$ cat config.mk
export PLATFORM = sky130hd
export DESIGN_NAME = lbp3_window
export DESIGN_NICKNAME = d
export VERILOG_FILES = /design/src/hw/rtl/lbp_3x3_image_filter_defines.svh /design/src/hw/rtl/lbp3_pkg.sv /design/src/hw/rtl/lbp3_window.sv
export SDC_FILE = /design/constraint.sdc
export NUM_CORES = 1
export LEC_CHECK = 0
export BUFFER_PORTS_ARGS = -buffer_cell sky130_fd_sc_hd__buf_2
export CAP_MARGIN = 20
export CORE_ASPECT_RATIO = 1.75
export CORE_MARGIN = 2
export CORE_UTILIZATION = 60
export DETAILED_ROUTE_END_ITERATION = 12
export PLACE_DENSITY = 0.82
export SLEW_MARGIN = 20
export SYNTH_ARGS = -nofsm -noshare
export SYNTH_HDL_FRONTEND = slang
export SYNTH_SLANG_ARGS = --single-unit
$ cat constraint.sdc
create_clock -name clk -period 3.3 [get_ports clk]
set_clock_uncertainty 0.2 [all_clocks]
set_input_delay 0.495 -clock clk [delete_from_list [all_inputs] [get_ports clk]]
set_output_delay 0.495 -clock clk [all_outputs]
set_load 0.1 [all_outputs]
$ cat src/hw/rtl/lbp_3x3_image_filter_defines.svh
// Assertion macros for the 3x3 local binary pattern filter.
`ifndef LBP_3X3_IMAGE_FILTER_DEFINES_SVH
`define LBP_3X3_IMAGE_FILTER_DEFINES_SVH

`ifndef SYNTHESIS
`define LBP3_ASSERT(label, prop, msg) \
    label: assert property (@(posedge clk) disable iff (!rst_n) prop) else $error(msg);
`define LBP3_ASSERT_NEVER(label, cond, msg) \
    label: assert property (@(posedge clk) disable iff (!rst_n) !(cond)) else $error(msg);
`else
`define LBP3_ASSERT(label, prop, msg)
`define LBP3_ASSERT_NEVER(label, cond, msg)
`endif

`endif

$ cat src/hw/rtl/lbp3_pkg.sv
// Shared constants and types of the 3x3 local binary pattern filter.
`default_nettype none

package lbp3_pkg;

    localparam int PIXEL_W         = 8;
    localparam int IMAGE_WIDTH_W   = 11;
    localparam int IMAGE_HEIGHT_W  = 13;
    localparam int ROW_W           = 13;
    localparam int CFG_INDEX_W     = 4;
    localparam int CFG_DATA_W      = 13;

    localparam int MAX_WIDTH_DFLT  = 1024;
    localparam int DEFAULT_WIDTH   = 512;
    localparam int DEFAULT_HEIGHT  = 512;
    localparam int HEIGHT_LIMIT    = 4096;

    localparam logic [CFG_INDEX_W-1:0] REG_IMAGE_WIDTH  = CFG_INDEX_W'(0);
    localparam logic [CFG_INDEX_W-1:0] REG_IMAGE_HEIGHT = CFG_INDEX_W'(1);

    localparam logic OP_PIXEL = 1'b0;
    localparam logic OP_DRAIN = 1'b1;

    // Which neighbours of the output pixel lie inside the image
    typedef struct packed {
        logic up;
        logic down;
        logic left;
        logic right;
    } lbp3_bounds_t;

endpackage

`default_nettype wire

$ cat src/hw/rtl/lbp3_window.sv
// 3x3 neighbour window and pattern comparators of the local binary pattern filter.
`default_nettype none

module lbp3_window (
    input  logic                  clk,
    input  logic                  rst_n,
    input  logic                  shift,
    input  logic                  clear,
    input  logic [7:0]            top_px,
    input  logic [7:0]            mid_px,
    input  logic [7:0]            bot_px,
    input  lbp3_pkg::lbp3_bounds_t bounds,
    output logic [7:0]            code
);
    import lbp3_pkg::*;

    logic [PIXEL_W-1:0] win_reg  [9];
    logic [PIXEL_W-1:0] win_next [9];
    logic [PIXEL_W-1:0] center;

    // Shift each row left by one and take the new right column
    always_comb
    begin
        for (int r = 0; r < 3; r++)
        begin
            win_next[r*3]     = win_reg[r*3 + 1];
            win_next[r*3 + 1] = win_reg[r*3 + 2];
        end
        win_next[2] = top_px;
        win_next[5] = mid_px;
        win_next[8] = bot_px;
    end

    assign center = win_next[4];

    always_comb
    begin
        code[0] = bounds.up && bounds.left && (win_next[0] >= center);
        code[1] = bounds.up && (win_next[1] >= center);
        code[2] = bounds.up && bounds.right && (win_next[2] >= center);
        code[3] = bounds.left && (win_next[3] >= center);
        code[4] = bounds.right && (win_next[5] >= center);
        code[5] = bounds.down && bounds.left && (win_next[6] >= center);
        code[6] = bounds.down && (win_next[7] >= center);
        code[7] = bounds.down && bounds.right && (win_next[8] >= center);
    end

    always_ff @(posedge clk or negedge rst_n)
    begin
        if (!rst_n)
        begin
            for (int i = 0; i < 9; i++)
            begin
                win_reg[i] <= '0;
            end
        end
        else if (clear)
        begin
            for (int i = 0; i < 9; i++)
            begin
                win_reg[i] <= '0;
            end
        end
        else if (shift)
        begin
            for (int i = 0; i < 9; i++)
            begin
                win_reg[i] <= win_next[i];
            end
        end
    end

endmodule

`default_nettype wire

# Word level (Yosys, flattened, before mapping)
# Cells that the tools add are included.
[word_totals]
ff_bits = 48
in_bits = 32
out_inout_bits = 8
word_cells = 29
[classes]
magnitude_cmp = 8
muxes = 2
reduce_logical = 13
[ops]
columns = ["operator", "n"]
rows = [
  ["$mux W64", 2],
  ["$ge A8 B8 Y1", 8],
  ["$logic_and A1 B1 Y1", 12],
  ["$reduce_bool A2 Y1", 1],
]

# Logic depth before layout (Yosys ltp)
# Gate-level depths: netlist (run 1).
[depth]
word_depth = 2
mapped_depth = 6

# Worst setup path after synthesis (run 1)
# No wires, ideal clock.
[synth_timing]
path_type = "input port to output port"
from = "input port mid_px[0]"
to = "output port code[4]"
t_arrival_ns = 3.306
path_slack_ns = -0.701
path_stages = 6
n_path_buf = 0
path_cell_list = "inv_1 > ha_1 > nand2b_1 > a21o_1 > a211oi_1 > o32ai_1"
[synth_between]
elab_chain_len = 2
[synth_rtl]
columns = ["item", "line_no", "rtl"]
rows = [
  ["start: declaration", "lbp3_window.sv:10", "input logic [7:0] mid_px,"],
  ["$ge A8 B8 Y1", "lbp3_window.sv:42", "code[4] = bounds.right && (win_next[5] >= center);"],
  ["$logic_and A1 B1 Y1", "lbp3_window.sv:42", ""],
  ["end: declaration", "lbp3_window.sv:13", "output logic [7:0] code"],
]
# No other way between the ends.

# Final worst setup path (run 1)
[layout_timing]
from = "register win_reg, in the netlist center[0]"
to = "output port code[0]"
[layout_between]
elab_chain_len = 2
[layout_rtl]
columns = ["item", "line_no", "rtl"]
rows = [
  ["start: declaration", "lbp3_window.sv:17", "logic [PIXEL_W-1:0] win_reg [9];"],
  ["start signal: indexed assignment", "lbp3_window.sv:68", "win_reg[i] <= win_next[i];"],
  ["$ge A8 B8 Y1", "lbp3_window.sv:38", "code[0] = bounds.up && bounds.left && (win_next[0] >= center);"],
  ["$logic_and A1 B1 Y1", "lbp3_window.sv:38", ""],
]
# No other way between the ends.

==> Flow_metrics.wiki, run 1 <==
{| class="wikitable"
! Metric !! Value
|-
| Result of the run || finished, violations left
|-
| Failing checks || negative hold slack
|-
| Max_cap viols || 0
|-
| Setup slack after placement || between 0.5 and 0.6 ns
|-
| Power per Cell Area || 377 nW/µm²
|-
| Worst Tran Pin Value || 0.887 ns
|-
| Diode count || 0
|-
| Number of synthesized flops with an enable pin || 0
|-
| Post-synth top flop || sky130_fd_sc_hd__dfrtp_1
|-
| Family of cells with the greatest summed delay on the critical path || compound AO/OA/AOI/OAI gates
|-
| Global-route wire length before repair || ~12,000 µm
|-
| Sinks on the clock net || 48
|-
| Critical path start-end classification || reg2out
|-
| Switching power summed over all nets || 478 µW
|-
| Number of cell rows || 36
|-
| Clock buffer count from CTS || 5
|-
| Sequential element share of the synthesized area || a little over a third
|-
| Fillers || 455
|-
| Shortest clock period the worst path allows after layout || just over 3 ns
|-
| Cell depth of the worst setup path || 6
|-
| Clock latency of the later-clocked register in the worst-skew pair || 0.32 ns
|-
| Floorplan die area || 6220 µm²
|-
| H-tree levels || 2
|-
| Cell variety after synth || 22
|-
| Initial antenna violation count || 0
|-
| I/O Pins || 40
|-
| Detailed Route Iter0 Violations || 147
|-
| Aggregate global routing overflow || 0
|-
| Min-Delay Path Class || in2async
|-
| FMAX || 322 MHz
|-
| Post-route design area || 3720 µm²
|-
| Placed wire-length estimate || 5410 µm
|-
| Total Routing Usage GR || 26.6%
|-
| Post-CTS resize count || 0
|-
| Nets || 451
|-
| Switching Share || 34.1%
|-
| Number of non-filler instances in the completed layout || 432
|-
| Cells after synthesis || 318
|-
| FFs w/ async S/R, synth || 100%
|-
| Initial core utilization || between 60% and 70%
|-
| Via-to-Cell Ratio || 5.84
|-
| Ratio of cells with drive above 1 in the final layout || 17.1%
|-
| Dpl cell area || 3630 µm²
|-
| Peak VDD IR || 0.234 mV
|-
| Register-to-Register Path Depth || 2
|-
| # placed instances || 424
|-
| Total chip power || 1.40 mW
|-
| Internal portion of total power || 925 µW
|-
| Root Driver || sky130_fd_sc_hd__clkbuf_8
|-
| Maximum number of pins on one net before global-route repair || approximately 50
|-
| Slowest cell on crit path || sky130_fd_sc_hd__dfrtp_1
|-
| Required @ worst endpoint || 2.60 ns
|-
| Vias in the first global route || ~2,600
|-
| Share of the core filled with cells in the final layout || about two thirds
|-
| Worst path setup slack after routing || between 0.15 and 0.2 ns
|-
| Clock tree from TritonCTS || yes
|-
| CP max stage delay || 0.62 ns
|-
| RD Place Congestion || 0.791
|-
| Slew Viols, Final || 0
|-
| Area of the mapped netlist || 3350 µm²
|-
| Total number of vias || 2,521
|-
| Number of synthesized register bits || 48
|-
| Routed wirelength normalized by instance count || about 17 µm
|-
| Kind of launch point of the worst setup path || register
|-
| Crit-path cells || ha_1 > nand2b_4 > a2111oi_2 > nor3_1 > o31a_1 > buf_2
|-
| Static power due to leakage || 1.95 nW
|-
| Yosys warns || 0
|-
| Maximum number of buffers from clock root to sink || 2
|-
| Synth area leader || sky130_fd_sc_hd__dfrtp_1
|-
| Hold Buf Count CTS || 0
|-
| Synth Area per Inst || between 10 and 15 µm²
|-
| Share of the clock period used by the worst path after layout || 94.2%
|-
| Critical Path Sink Type || primary output
|-
| Top cells by area, synth || sky130_fd_sc_hd__dfrtp_1 (36%), sky130_fd_sc_hd__ha_1 (24%), sky130_fd_sc_hd__mux2i_1 (14%), sky130_fd_sc_hd__nor2_1 (5.4%), sky130_fd_sc_hd__nand3_1 (1.8%)
|-
| Slew headroom || 40.9%
|-
| Post-CTS setup repair buffer count || 0
|-
| # DRC || 0
|-
| Unrepaired setup endpoints after global routing || no
|-
| Buffers & Inverters on Critical Path || 1
|-
| Final total negative setup slack || 0 ns
|-
| Post-Route WL || 7300 µm
|-
| Arrival time of the worst setup path || 2.41 ns
|-
| Power share of the combinational group || 28.1%
|-
| Post-synth top area share || roughly 36%
|-
| X dimension of the die || 60.5 µm
|-
| Synth-to-layout area growth || 11.2%
|-
| Post-Synthesis Net Count || 414
|-
| Die H || around 100 µm
|-
| Count of input and output buffers || 39
|-
| Detailed-routing iteration count for the pre-antenna-repair pass || 4
|-
| Clock network power share || 26.5%
|-
| Total setup violations reported at the end of the flow || 0
|-
| Antenna-violating nets left || 0
|-
| CORE AREA || between 5000 and 6000 µm²
|-
| Fraction of power consumed by sequential logic || 45.4%
|-
| Worst hold margin || -0.0258 ns
|-
| Crit Path Max Fanout || 10
|-
| Clock-pin slew of the registers on the worst-case setup and hold paths || 0.09 ns
|-
| Final hold violation count || 22
|}
power groups by stage:
stage,Sequential (mW),Combinational (mW),Clock (mW)
floorplan,0.641,0.298,0
global placement,0.648,0.380,0
detailed placement,0.649,0.394,0
CTS,0.638,0.397,0.384
global route,0.641,0.438,0.401
finish,0.638,0.394,0.372
cell type report:
| cell class | instances | area (µm²) | share of cell area (%) |
|---|---|---|---|
| Multi-Input combinational cell | 244 | 2070 | 55.5 |
| Clock inverter | 2 | 10.0 | 0.269 |
| Clock buffer | 6 | 82.6 | 2.22 |
| Timing Repair Buffer | 41 | 213 | 5.71 |
| Sequential cell | 48 | 1200 | 32.2 |
| Inverter | 15 | 56.3 | 1.51 |
| Tap cell | 76 | 95.1 | 2.55 |
layout by cell type, fill, tap and decap left out, drive strengths merged, types with 6 or more instances in the layout:
| cell type | instances |
|---|---|
| dfrtp | 48 |
| ha | 64 |
| nor2 | 48 |
| buf | 41 |
| mux2i | 48 |
| clkbuf | 6 |
| a211oi | 8 |
| nand3 | 12 |
| nand2 | 8 |
| nor3 | 8 |
| inv | 15 |
| nand2b | 8 |
| o21ai | 8 |
| a21o | 8 |
flip-flops by register name (all words and copies together), names as in the netlist:
name and cells:
win_next 40, center 8
path summary, 6_finish.rpt:
kind                                            end                     start  slack, ns
min                        win_next[64]$_DFFE_PN0P_                     rst_n      -0.03
max reg2reg                win_next[40]$_DFFE_PN0P_     center[0]$_DFFE_PN0P_       2.13
max                                         code[0]     center[0]$_DFFE_PN0P_       0.19
min in group clk           win_next[56]$_DFFE_PN0P_                 top_px[0]       0.24
min reg2reg                win_next[68]$_DFFE_PN0P_  win_next[68]$_DFFE_PN0P_       0.34
max in group asynchronous  win_next[47]$_DFFE_PN0P_                     rst_n       2.50
cells in the mapped netlist (all sizes together) (5+ instances only):
library cell / n
buf: 5
nand3: 12
inv: 15
a211oi: 8
nor3: 8
nand2b: 8
dfrtp: 48
nor2: 48
o21ai: 8
nand2: 8
a21o: 8
clkbuf: 6
ha: 64
mux2i: 48
routing by layer:
| layer | share of wire, % | GRT usage [%] |
|---|---|---|
| met4 | 3.3 | 12.7 |
| met5 | 0 | 0 |
| met2 | 53 | 45.4 |
| met1 | 40 | 32.0 |
| met3 | 3.9 | 4.02 |
logic make-up after synthesis:
logic type	after synthesis	synth area share, %
simple gates	84	11.7
mux	48	14.3
fa+ha+maj	64	23.9
flops	48	35.9
buf+inv	26	3.32
compound gates	48	10.9
(Power assumes the default switching activity.)
==> inputs of run 2 (changes only) <==
- ABC_AREA: unset -> 1
- HOLD_SLACK_MARGIN: unset -> 0.03
==> Flow_metrics.wiki, run 2 <==
{| class="wikitable"
! Metric !! Value
|-
| Result of the run || finished, violations left
|-
| Failing checks || negative hold slack
|-
| Min-Delay Path Class || in2async
|-
| RD Place Congestion || 0.829 (+4.8%)
|-
| Cells after synthesis || 411 (+29%)
|-
| Shortest clock period the worst path allows after layout || 2.84 ns (-0.265 ns)
|-
| # DRC || 0 (unchanged)
|-
| Peak VDD IR || 0.378 mV (+62%)
|-
| Max_cap viols || 0 (unchanged)
|-
| Total Routing Usage GR || 27.3% (+0.73 points)
|-
| Vias in the first global route || 3,018 (+17%)
|-
| Kind of launch point of the worst setup path || register
|-
| H-tree levels || 2 (unchanged)
|-
| Post-CTS resize count || 0 (unchanged)
|-
| Clock network power share || 26.0% (-0.5 points)
|-
| Placed wire-length estimate || 5600 µm (+3.6%)
|-
| Detailed Route Iter0 Violations || 156 (+6.1%)
|-
| Critical Path Sink Type || primary output
|-
| Initial core utilization || 62.3% (+1.4 points)
|-
| Crit-path cells || inv_1 > ha_1 > nand2_1 > nand3_1 > nand2_1 > nand2_1 > nand2_1 > a21oi_1 > buf_2
|-
| Routed wirelength normalized by instance count || 15.0 µm (-11%)
|-
| Total number of vias || 2,947 (+17%)
|-
| Slew Viols, Final || 0 (unchanged)
|-
| Clock latency of the later-clocked register in the worst-skew pair || 0.31 ns (about the same)
|-
| Maximum number of pins on one net before global-route repair || 49 (unchanged)
|-
| Slowest cell on crit path || sky130_fd_sc_hd__buf_2
|-
| Worst reg2reg endpoint || center[4]$_DFFE_PN0P_
|-
| Number of synthesized flops with an enable pin || 0 (unchanged)
|-
| Final total negative setup slack || 0 ns (unchanged)
|-
| Cell variety after synth || 20 (-9.1%)
|-
| Internal portion of total power || 896 µW (-3.2%)
|-
| Detailed-routing iteration count for the pre-antenna-repair pass || 5 (+1)
|-
| Register-to-Register Path Depth || 2 (unchanged)
|-
| Switching power summed over all nets || 521 µW (+8.8%)
|-
| Dpl cell area || 3720 µm² (+2.4%)
|-
| Post-Route WL || 7880 µm (+7.8%)
|-
| I/O Pins || 40 (unchanged)
|-
| Unrepaired setup endpoints after global routing || no
|-
| Yosys warns || 0 (unchanged)
|-
| Sinks on the clock net || 48 (unchanged)
|-
| Worst hold margin || -0.0119 ns (+0.0139 ns)
|-
| Floorplan die area || 6450 µm² (+3.7%)
|-
| Post-CTS setup repair buffer count || 0 (unchanged)
|-
| Clock buffer count from CTS || 5 (unchanged)
|-
| X dimension of the die || 61.6 µm (+1.8%)
|-
| Via-to-Cell Ratio || 5.61 (-3.8%)
|-
| Length of routed met3 wiring || 305 µm (+8.2%)
|-
| Top cells by area, synth || sky130_fd_sc_hd__dfrtp_1 (35%), sky130_fd_sc_hd__ha_1 (23%), sky130_fd_sc_hd__inv_1 (9.1%), sky130_fd_sc_hd__nand2_1 (8.2%), sky130_fd_sc_hd__o22ai_2 (7.2%)
|-
| Nets || 544 (+21%)
|-
| Die H || 105 µm (+1.9%)
|-
| Clock-pin slew of the registers on the worst-case setup and hold paths || 0.09 ns (about the same)
|-
| Area of the mapped netlist || 3480 µm² (+3.9%)
|-
| Worst R2R Setup Slack || 2.09 ns (-0.04 ns)
|-
| Routed metal-1 wire length || 3000 µm (+2.1%)
|-
| Synth-to-layout area growth || 9.38%
|-
| Post-synth top flop || sky130_fd_sc_hd__dfrtp_1
|-
| Number of synthesized register bits || 48 (unchanged)
|-
| FFs w/ async S/R, synth || 100% (unchanged)
|-
| Synth area leader || sky130_fd_sc_hd__dfrtp_1
|-
| Initial antenna violation count || 0 (unchanged)
|-
| Root Driver || sky130_fd_sc_hd__clkbuf_8
|-
| Sequential element share of the synthesized area || 34.5% (-1.4 points)
|-
| Total setup violations reported at the end of the flow || 0 (unchanged)
|-
| Met2 WL post-DR || 4250 µm (+11%)
|-
| Clock tree from TritonCTS || yes
|-
| Switching Share || 36.7% (+2.7 points)
|-
| Required @ worst endpoint || 2.60 ns (about the same)
|-
| Power share of the combinational group || 29.6% (+1.5 points)
|-
| Antenna-violating nets left || 0 (unchanged)
|-
| Static power due to leakage || 2.01 nW (+2.8%)
|-
| CP max stage delay || 0.46 ns (-0.16 ns)
|-
| Post-synth top area share || 34.5% (-1.4 points)
|-
| Dominant cell type by count on the critical path || sky130_fd_sc_hd__nand2_1
|-
| Aggregate global routing overflow || 0 (unchanged)
|-
| Share of the clock period used by the worst path after layout || 86.2% (-8.0 points)
|-
| Reg-to-Reg Start || center[4]$_DFFE_PN0P_
|-
| FMAX || 352 MHz (+9.3%)
|-
| Count of input and output buffers || 39 (unchanged)
|-
| Fraction of power consumed by sequential logic || 44.4% (-1.0 points)
|-
| Synth Area per Inst || 8.47 µm² (-20%)
|-
| Most frequent cells in the layout || sky130_fd_sc_hd__inv_1 (84), sky130_fd_sc_hd__nand2_1 (76), sky130_fd_sc_hd__ha_1 (64), sky130_fd_sc_hd__dfrtp_1 (48), sky130_fd_sc_hd__buf_2 (38)
|-
| Global-route wire length before repair || 13,300 µm (+8.4%)
|-
| Post-Synthesis Net Count || 507 (+22%)
|-
| Final hold violation count || 32 (+45%)
|-
| Family of cells with the greatest summed delay on the critical path || buffers and inverters
|-
| Top Layer Used || met4
|-
| Hold Buf Count CTS || 0 (unchanged)
|-
| Ratio of cells with drive above 1 in the final layout || 15.8% (-1.3 points)
|-
| Critical path start-end classification || reg2out
|-
| Buffers & Inverters on Critical Path || 2 (+1)
|-
| CORE AREA || 5590 µm² (+1.6%)
|-
| Largest register FFs || 40 (unchanged)
|-
| Slew headroom || 47.1% (+6.2 points)
|-
| Post-route design area || 3810 µm² (+2.2%)
|-
| Top cells by instance count after synthesis || sky130_fd_sc_hd__inv_1 (84), sky130_fd_sc_hd__nand2_1 (76), sky130_fd_sc_hd__ha_1 (64)
|-
| Cell with the most instances after synthesis || sky130_fd_sc_hd__inv_1
|-
| Maximum number of buffers from clock root to sink || 2 (unchanged)
|-
| Diode count || 0 (unchanged)
|-
| Number of cell rows || 36 (unchanged)
|-
| Power per Cell Area || 372 nW/µm² (-1.3%)
|-
| Worst Tran Pin Value || 0.791 ns (-0.0963 ns)
|-
| Commonest non-fill, non-tap cell in the layout || sky130_fd_sc_hd__inv_1
|-
| Crit Path Max Fanout || 10 (unchanged)
|-
| Arrival time of the worst setup path || 2.15 ns (-0.26 ns)
|}
-- run 2: power groups by stage --
stage	combinational (mW)	sequential, mW	clock (mW)
2_1_floorplan	0.309	0.636	0
3_5_place_dp	0.418	0.641	0
6_report	0.419	0.629	0.368
3_3_place_gp	0.399	0.639	0
5_1_grt	0.472	0.632	0.395
4_1_cts	0.421	0.629	0.376
-- run 2: how the worst max path moves through the flow --
stage / from / endpoint / slack, ns / depth (start not counted)
6_report: center[1]$_DFFE_PN0P_ / code[0] / 0.46 / 9
5_1_grt: center[6]$_DFFE_PN0P_ / code[4] / 0.27 / 9
4_1_cts: center[6]$_DFFE_PN0P_ / code[4] / 0.42 / 9
3_5_place_dp: mid_px[7] / code[4] / 0.76 / 9
3_3_place_gp: mid_px[7] / code[4] / 0.78 / 9
2_1_floorplan: top_px[0] / code[2] / 0.11 / 8
-- run 2: metal layers --
layer	track usage [%]	vias to the layer above
li1	-	1421
met1	30.4	1416
met2	46.2	83
met5	0	-
met4	14.6	0
met3	5.32	27
-- run 2: cells by family (layout without fill, tap and decap cells) --
kind of cell    after synthesis  count (layout)  share of synthesized area (%)
fa+ha+maj                    64              64                           23.0
flops                        48              48                           34.5
simple gates                125             125                           14.7
buf+inv                      95             133                           11.0
compound gates               79              79                           16.7
-- run 2: cell type report --
type | count | area (µm²)
fillers | 498 | 1780
repair buffers | 41 | 213
multi-input cells | 268 | 1900
clock inverters | 3 | 18.8
clock buffers | 5 | 68.8
well taps | 76 | 95.1
flip-flops and latches | 48 | 1200
inverters | 84 | 315
-- run 2: worst register-to-register path: stages (launching register included) --
cell and delay, ns:
sky130_fd_sc_hd__dfrtp_1 0.38, sky130_fd_sc_hd__inv_1 0.34, sky130_fd_sc_hd__o21ai_0 0.16
-- run 2: per-stage QoR --
stage	cells	util, %	power, mW	setup WS (ns)
final	525	68.2	1.42	0.456
after global routing	525	68.2	1.50	0.271
after CTS	525	68.1	1.43	0.420
after detailed placement	517	66.6	1.06	0.758
after global placement	517	66.6	1.04	0.783
after floorplan	411	-	0.945	0.114
